**src/rtl/core/smt_pkg.sv**
```systemverilog
// smt_pkg: types and constants shared by the sorted multiset table.
// Used by smt_ctrl, smt_datapath and sorted_multiset_table; no dependencies.
package smt_pkg;

  localparam int VAL_W = 32;
  localparam int OCC_W = 6;

  // Operation codes
  localparam logic [1:0] OP_INSERT = 2'd0;
  localparam logic [1:0] OP_DELETE = 2'd1;
  localparam logic [1:0] OP_REPORT = 2'd2;

  // Result kinds
  localparam logic [1:0] KIND_STATUS = 2'd0;
  localparam logic [1:0] KIND_COUNT  = 2'd1;
  localparam logic [1:0] KIND_VALUE  = 2'd2;

  // Status codes
  localparam logic [1:0] STS_DONE      = 2'd0;
  localparam logic [1:0] STS_NOT_FOUND = 2'd1;
  localparam logic [1:0] STS_FULL      = 2'd2;

  typedef struct packed {
    logic [1:0]              operation;
    logic signed [VAL_W-1:0] value;
  } in_t;

  typedef struct packed {
    logic [1:0]              kind;
    logic [1:0]              status;
    logic signed [VAL_W-1:0] payload;
    logic                    is_last;
  } out_t;

  typedef enum logic {
    ST_IDLE,
    ST_REPORT
  } state_t;

  // Controller to datapath
  typedef struct packed {
    logic ins;    // insert request value, load status result
    logic del;    // delete request value, load status result
    logic count;  // load count result, restart report walk
    logic step;   // rotate table by one slot
    logic emit;   // load head value as result (with step)
  } cmd_t;

  // Datapath to controller
  typedef struct packed {
    logic out_busy;   // output register holds an untaken result
    logic occ_zero;
    logic last_step;  // report walk at final slot
    logic run_end;    // head is the last of its run of equal values
  } sts_t;

endpackage

```
**src/rtl/core/smt_datapath.sv**
```systemverilog
// smt_datapath: table cells with parallel compare and shift, occupancy,
// report walk counter and the output result register. Depends on smt_pkg.
module smt_datapath #(
  parameter int CAPACITY = 32
) (
  input  logic          clk,
  input  logic          rst_n,
  input  smt_pkg::in_t  in_data,
  input  smt_pkg::cmd_t cmd,
  input  logic          out_ready,
  output smt_pkg::sts_t sts,
  output logic          out_valid,
  output smt_pkg::out_t out_data
);
  import smt_pkg::*;

  logic signed [VAL_W-1:0] cell_r   [CAPACITY];
  logic signed [VAL_W-1:0] cell_nxt [CAPACITY];
  logic signed [VAL_W-1:0] above    [CAPACITY];
  logic signed [VAL_W-1:0] below    [CAPACITY];
  logic [CAPACITY-1:0]     keep;
  logic [CAPACITY-1:0]     below_keep;
  logic [CAPACITY-1:0]     ge;
  logic [CAPACITY-1:0]     match;

  logic [OCC_W-1:0] occ_r, occ_nxt;
  logic [OCC_W-1:0] occ_m1;
  logic [OCC_W-1:0] idx_r, idx_nxt;
  logic             out_valid_r, out_valid_nxt;
  out_t             out_r, out_nxt;
  logic             full;
  logic             found;
  logic             last_step;

  assign occ_m1    = occ_r - OCC_W'(1);
  assign full      = (occ_r == OCC_W'(CAPACITY));
  assign found     = |match;
  assign last_step = (idx_r == occ_m1);

  genvar k;
  generate
    for (k = 0; k < CAPACITY; k++) begin : g_cell
      logic in_use;
      assign in_use   = (OCC_W'(k) < occ_r);
      assign keep[k]  = in_use && (cell_r[k] <= in_data.value);
      assign ge[k]    = in_use && (cell_r[k] >= in_data.value);
      assign match[k] = in_use && (cell_r[k] == in_data.value);

      if (k == 0) begin : g_first
        assign below[k]      = in_data.value;
        assign below_keep[k] = 1'b1;
      end else begin : g_rest
        assign below[k]      = cell_r[k-1];
        assign below_keep[k] = keep[k-1];
      end

      if (k + 1 < CAPACITY) begin : g_up
        assign above[k] = cell_r[k+1];
      end else begin : g_top
        assign above[k] = cell_r[k];
      end

      always_comb begin
        cell_nxt[k] = cell_r[k];
        if (cmd.ins && !full) begin
          // cells holding values <= v stay; the first other slot takes v
          if (!keep[k]) begin
            cell_nxt[k] = below_keep[k] ? in_data.value : below[k];
          end
        end else if (cmd.del && found) begin
          // first match is the first cell >= v; everything from it moves down
          if (ge[k]) begin
            cell_nxt[k] = above[k];
          end
        end else if (cmd.step) begin
          // rotate slots 0..occ-1 toward the head
          if (OCC_W'(k) < occ_m1) begin
            cell_nxt[k] = above[k];
          end else if (OCC_W'(k) == occ_m1) begin
            cell_nxt[k] = cell_r[0];
          end
        end
      end
    end
  endgenerate

  always_ff @(posedge clk) begin
    cell_r <= cell_nxt;
  end

  always_comb begin
    occ_nxt = occ_r;
    if (cmd.ins && !full) begin
      occ_nxt = occ_r + OCC_W'(1);
    end else if (cmd.del && found) begin
      occ_nxt = occ_m1;
    end
  end

  always_comb begin
    idx_nxt = idx_r;
    if (cmd.count) begin
      idx_nxt = '0;
    end else if (cmd.step) begin
      idx_nxt = idx_r + OCC_W'(1);
    end
  end

  always_comb begin
    out_nxt       = out_r;
    out_valid_nxt = out_valid_r && !out_ready;
    if (cmd.ins) begin
      out_nxt.kind    = KIND_STATUS;
      out_nxt.status  = full ? STS_FULL : STS_DONE;
      out_nxt.payload = '0;
      out_nxt.is_last = 1'b1;
      out_valid_nxt   = 1'b1;
    end else if (cmd.del) begin
      out_nxt.kind    = KIND_STATUS;
      out_nxt.status  = found ? STS_DONE : STS_NOT_FOUND;
      out_nxt.payload = '0;
      out_nxt.is_last = 1'b1;
      out_valid_nxt   = 1'b1;
    end else if (cmd.count) begin
      out_nxt.kind    = KIND_COUNT;
      out_nxt.status  = STS_DONE;
      out_nxt.payload = $signed({{(VAL_W-OCC_W){1'b0}}, occ_r});
      out_nxt.is_last = (occ_r == '0);
      out_valid_nxt   = 1'b1;
    end else if (cmd.emit) begin
      out_nxt.kind    = KIND_VALUE;
      out_nxt.status  = STS_DONE;
      out_nxt.payload = cell_r[0];
      out_nxt.is_last = last_step;
      out_valid_nxt   = 1'b1;
    end
  end

  always_ff @(posedge clk) begin
    if (!rst_n) begin
      occ_r       <= '0;
      idx_r       <= '0;
      out_valid_r <= 1'b0;
    end else begin
      occ_r       <= occ_nxt;
      idx_r       <= idx_nxt;
      out_valid_r <= out_valid_nxt;
    end
  end

  always_ff @(posedge clk) begin
    out_r <= out_nxt;
  end

  assign sts.out_busy  = out_valid_r;
  assign sts.occ_zero  = (occ_r == '0);
  assign sts.last_step = last_step;
  assign sts.run_end   = last_step || (cell_r[0] != above[0]);

  assign out_valid = out_valid_r;
  assign out_data  = out_r;

`ifndef SYNTHESIS
  a_occ_bound: assert property (@(posedge clk) disable iff (!rst_n)
    occ_r <= OCC_W'(CAPACITY))
    else $error("occupancy above capacity");

  a_ins_grows: assert property (@(posedge clk) disable iff (!rst_n)
    (cmd.ins && !full) |=> (occ_r == $past(occ_r) + OCC_W'(1)))
    else $error("insert did not grow occupancy");
`endif

endmodule

```
**src/rtl/core/smt_ctrl.sv**
```systemverilog
// smt_ctrl: request sequencing for the sorted multiset table; drives
// datapath commands from the input handshake. Depends on smt_pkg.
module smt_ctrl (
  input  logic          clk,
  input  logic          rst_n,
  input  logic          in_valid,
  input  logic [1:0]    in_op,
  input  logic          out_ready,
  input  smt_pkg::sts_t sts,
  output logic          in_ready,
  output smt_pkg::cmd_t cmd
);
  import smt_pkg::*;

  state_t state_r, state_nxt;
  logic   slot_free;
  logic   accept;

  assign slot_free = !sts.out_busy || out_ready;
  assign accept    = in_valid && in_ready;

  always_comb begin
    state_nxt = state_r;
    unique case (state_r)
      ST_IDLE: begin
        if (accept && (in_op == OP_REPORT) && !sts.occ_zero) begin
          state_nxt = ST_REPORT;
        end
      end
      ST_REPORT: begin
        if (cmd.step && sts.last_step) begin
          state_nxt = ST_IDLE;
        end
      end
      default: state_nxt = ST_IDLE;
    endcase
  end

  always_comb begin
    in_ready = 1'b0;
    cmd      = '0;
    unique case (state_r)
      ST_IDLE: begin
        in_ready = slot_free;
        if (in_valid && slot_free) begin
          unique case (in_op)
            OP_INSERT: cmd.ins   = 1'b1;
            OP_DELETE: cmd.del   = 1'b1;
            OP_REPORT: cmd.count = 1'b1;
            default:   ;  // unused code: dropped
          endcase
        end
      end
      ST_REPORT: begin
        // only the last slot of each run of equal values produces a result
        cmd.step = !sts.run_end || slot_free;
        cmd.emit = sts.run_end && slot_free;
      end
      default: ;
    endcase
  end

  always_ff @(posedge clk) begin
    if (!rst_n) begin
      state_r <= ST_IDLE;
    end else begin
      state_r <= state_nxt;
    end
  end

`ifndef SYNTHESIS
  a_no_accept_in_report: assert property (@(posedge clk) disable iff (!rst_n)
    (state_r == ST_REPORT) |-> !in_ready)
    else $error("request accepted during report");

  a_one_cmd: assert property (@(posedge clk) disable iff (!rst_n)
    $onehot0({cmd.ins, cmd.del, cmd.count, cmd.emit}))
    else $error("more than one result load");
`endif

endmodule

```
**src/rtl/core/sorted_multiset_table.sv**
```systemverilog
// Sorted multiset table: a bounded table of signed 32-bit values kept in
// ascending order, duplicates allowed.
// Requests arrive on in_valid/in_ready with in_data (operation, value);
// results leave on out_valid/out_ready with out_data (kind, status,
// payload, is_last). Insert and delete finish in the cycle of acceptance
// with one status result in the next cycle; one such request per cycle
// while results are taken. Insert places the value after equal values;
// delete removes the first occurrence. A report gives the count in the
// cycle after acceptance, then walks the table by rotating it one slot a
// cycle while the receiver keeps up, giving each distinct value in
// ascending order. No request is taken during a report walk.
// A stalled receiver holds the output register; new requests wait until
// it is free. Reset empties the table at once (no clearing pass); the
// stored values themselves are not reset. Unused operation code 3 is
// accepted and produces no result.
// Depends on smt_pkg, smt_ctrl and smt_datapath.
module sorted_multiset_table #(
  parameter int CAPACITY = 32
) (
  input  logic          clk,
  input  logic          rst_n,
  input  logic          in_valid,
  output logic          in_ready,
  input  smt_pkg::in_t  in_data,
  output logic          out_valid,
  input  logic          out_ready,
  output smt_pkg::out_t out_data
);
  import smt_pkg::*;

  cmd_t cmd;
  sts_t sts;

  smt_ctrl u_ctrl (
    .clk       (clk),
    .rst_n     (rst_n),
    .in_valid  (in_valid),
    .in_op     (in_data.operation),
    .out_ready (out_ready),
    .sts       (sts),
    .in_ready  (in_ready),
    .cmd       (cmd)
  );

  smt_datapath #(
    .CAPACITY (CAPACITY)
  ) u_datapath (
    .clk       (clk),
    .rst_n     (rst_n),
    .in_data   (in_data),
    .cmd       (cmd),
    .out_ready (out_ready),
    .sts       (sts),
    .out_valid (out_valid),
    .out_data  (out_data)
  );

endmodule

```
**config.mk**
```make
export PLATFORM = sky130hd
export DESIGN_NAME = sorted_multiset_table
export DESIGN_NICKNAME = d
export VERILOG_FILES = /design/src/rtl/core/smt_pkg.sv /design/src/rtl/core/smt_datapath.sv /design/src/rtl/core/smt_ctrl.sv /design/src/rtl/core/sorted_multiset_table.sv
export SDC_FILE = /design/constraint.sdc
export NUM_CORES = 2
export LEC_CHECK = 0
export BUFFER_PORTS_ARGS = -buffer_cell sky130_fd_sc_hd__buf_2
export CAP_MARGIN = 25
export CORE_UTILIZATION = 59
export DETAILED_ROUTE_END_ITERATION = 8
export PLACE_DENSITY_LB_ADDON = 0.08
export SLEW_MARGIN = 20
export SYNTH_ARGS = -nofsm -noshare
export SYNTH_HDL_FRONTEND = slang
export SYNTH_SLANG_ARGS = --single-unit
```
**constraint.sdc**
```tcl
create_clock -name clk -period 9.8 [get_ports clk]
set_clock_uncertainty 0.15 [all_clocks]
set_input_delay 2.45 -clock clk [delete_from_list [all_inputs] [get_ports clk]]
set_output_delay 2.45 -clock clk [all_outputs]
set_load 0.02 [all_outputs]
```
==> key figures <==
Synthesis
  – Mapped cell area: 0.0892 mm²
  – Post-synth net total: 9825
  – Commonest cells in the netlist: 1397 x mux2i_1, 1030 x ha_1, 1026 x edfxtp_1
  – Synth Area in Compound Gates: 0.186
  – Ys Warns: 0
  – Top cells by area, synth: edfxtp_1 35%, mux2i_1 16%, ha_1 14%, a21oi_1 4.4%, clkbuf_1 2.5%
  – Most frequent cell after synthesis: mux2i_1
  – FF+latch count, synth: 1075
  – Post-synth ARST share: 0
  – Fraction of the mapped netlist area in adder cells: 0.145
  – Post-synthesis mux area share: 0.158
  – Cells after Synth: 8757
  – Leading area contributor after synthesis: edfxtp_1
  – Post-synth top area share: 0.346
  – Most used DFF post-synth: edfxtp_1
  – Register area share after synthesis: 0.357
  – Largest family of logic cells by synthesized area: compound AO/OA/AOI/OAI gates
  – Simple-gate share of the synthesized area: 0.109
  – Synth Area in XOR/XNOR: 0.00595
  – Number of synthesized flops with an enable pin: 1026
  – Netlist cell types: 96
  – Syn Area/Cell: 10.2 µm²

Final layout
  – Layout net count: 9664
  – Share of cells above drive strength 1: 0.0942
  – Final core occ: 0.651
  – # fillers: 12000
  – Area Overhead vs Synth: 9.49%
  – Cell area after layout: 0.0976 mm²

Global routing
  – First-pass GRT wire length: 556000 µm
  – Largest net degree at the start of global routing: 257
  – GRT overflow: 0
  – Total Routing Usage GR: 0.502
  – Initial antenna violation count: 17
  – Vias in the first global route: 78500

CTS
  – TritonCTS Buffers: 132
  – Post CTS Setup Buffer Count: 0
  – Clock Root Buffer: clkbuf_16
  – Clock sink count: 1075
  – Max Root-Sink Buffers: 3
  – Hold buffer count at CTS: 0
  – Clock transition at path regs: 0.05 ns
  – CTS tree: done
  – Clk_lat worst skew: 0.81 ns
  – H-tree lvl count: 4
  – Post-cts resize count: 0

Timing
  – Fin crit period: 7.67 ns
  – Worst-Margin Slew: 1.22 ns
  – Fmax: 0.130 GHz
  – Max-slew violations: 0
  – Count of final hold-check violations: 0
  – Final Cycle Share: 0.783
  – Rel. slew slack: 0.189
  – Final Setup Violations: 0
  – Unrepaired setup endpoints after global routing: no
  – Post-route setup TNS: 0 ns

Placed design
  – I/O Buffers: 76
  – Placed Area: 0.0933 mm²
  – Post-DP HPWL: 283000 µm
  – RePlAce Congestion: 1.15

Worst setup path
  – Data required time of the critical path: 10.12 ns
  – Largest stage delay, worst path: 0.91 ns
  – CP Capture Type: flip-flop
  – Worst path top cell family by delay: simple AND/OR/NAND/NOR gates
  – Worst path cell trace: buf_2 > clkinv_1 > buf_4 > ha_1 > nand4_1 > nor4_1 > nand3_1 > o221ai_1 > or3_1 > nor3_1 > nor2_4 > o22ai_1 > a21oi_4 > buf_4
  – Setup crit start kind: primary input
  – CP max stage cell: nor4_1
  – R2r setup slk: 3.77 ns
  – CP Buf/Inv Count: 4
  – Crit path max fanout: 32
  – CP most frequent cell: buf_4
  – Arrival time worst endpoint: 7.99 ns
  – Setup Crit Path Kind: primary input to flip-flop

Pwr
  – Maximum VDD drop: 0.163 mV
  – Lkg Pwr: 41.0 nW
  – Reg power frac: 0.425
  – Pint: 8.92 mW
  – PwrDens: 133 mW/mm²
  – Power after layout: 12.9 mW
  – Switching part of the total power: 0.311
  – Combinational Power Share: 0.192
  – Switching power total: 4.03 mW
  – Clock power share: 0.383

Detailed routing
  – Vias/cell: 7.72
  – Routed wire length: 395000 µm
  – WL per Instance: 36.9 µm
  – Antenna Nets Post-Route: 0
  – DRC: 0
  – Vias: 82800
  – First-pass detailed-route iteration total: 7
  – DR iter-0 viols: 13700

Floorplan
  – DIE AREA: 0.153 mm²
  – Die Width: 391 µm
  – Rows: 142
  – Initial Utilization: 0.595
  – Core ar.: 0.150 mm²
  – IO Pins: 77
  – Die H: 391 µm

Status
  – Outcome: finished clean

Job
  – # Max-Cap Violations: 0

Min path
  – Hold Crit Class: flip-flop to flip-flop
==> path summary, 6_finish.rpt <==
path	end	cells after the start	startpoint
worst max-delay path	u_datapath.above[521]	14	in_data[23]
worst min-delay path	u_datapath.out_data[36]	2	u_datapath.out_data[36]
worst max register to register	u_datapath.above[923]	15	u_datapath.occ_r[1]
worst min register to register	u_datapath.out_data[36]	2	u_datapath.out_data[36]
==> state kept, by name (all words and copies together), names as in the netlist <==
register and flops:
u_datapath.above 992, u_datapath.occ_r 6, u_datapath.idx_r 6, u_ctrl.state_r 1, u_datapath.below 32, u_datapath.out_data 37
u_datapath.out_valid 1
==> layout make-up <==
type | count | area [µm²] | share of cell area
antenna | 9 | 22.5 | 0.000231
clock buffer | 180 | 3680 | 0.0377
inverter | 137 | 514 | 0.00527
sequential | 1075 | 31800 | 0.326
clock inverter | 55 | 463 | 0.00474
timing repair buffer | 444 | 4180 | 0.0428
multi-input combinational | 6806 | 54500 | 0.558
tap | 2016 | 2520 | 0.0258
==> cells by family after synthesis <==
logic type,after synthesis
buf+inv,876
fa+ha+maj,1030
flops,1075
xor+xnor,59
mux,1403
compound gates,2442
simple gates,1872
==> power groups by stage <==
stage / combinational [mW] / clock [mW] / sequential [mW]
floorplan: 1.46 / 0 / 5.50
global placement: 2.24 / 0 / 5.58
detailed placement: 2.34 / 0 / 5.58
CTS: 2.35 / 4.92 / 5.48
global route: 2.61 / 5.08 / 5.50
finish: 2.49 / 4.95 / 5.50
==> worst min-delay path, cell delays in order (launching register included) <==
cell and delay (ns):
dfxtp_1 0.33, nor2_1 0.05, nor2_1 0.07
==> layout by cell type, fill, tap and decap left out, types with 182 or more instances in the layout <==
cell / n
nand3_1: 290
a21oi_1: 780
nand2_1: 559
ha_1: 1030
a22oi_1: 224
buf_4: 281
mux2i_1: 1397
nand4_1: 281
nor2_1: 182
o21ai_0: 196
a21o_1: 288
edfxtp_1: 1026
==> through the flow <==
step,std cells,worst slack (ns),hold slack [ns]
4_1_cts,10700,2.49,0.325
3_5_place_dp,10500,1.67,0.310
3_3_place_gp,10500,1.37,0.302
6_report,10700,2.13,0.328
5_1_grt,10700,2.16,0.363
2_1_floorplan,8757,0.397,0.346
==> routing by layer <==
metal	GRT usage	part of all wire	vias up
met4	0.317	0.074	18
met1	0.657	0.37	40200
met5	0	0.00031	-
met2	0.688	0.40	6914
li1	-	-	34200
met3	0.194	0.15	1371
Power figures use the tool's default switching activity.
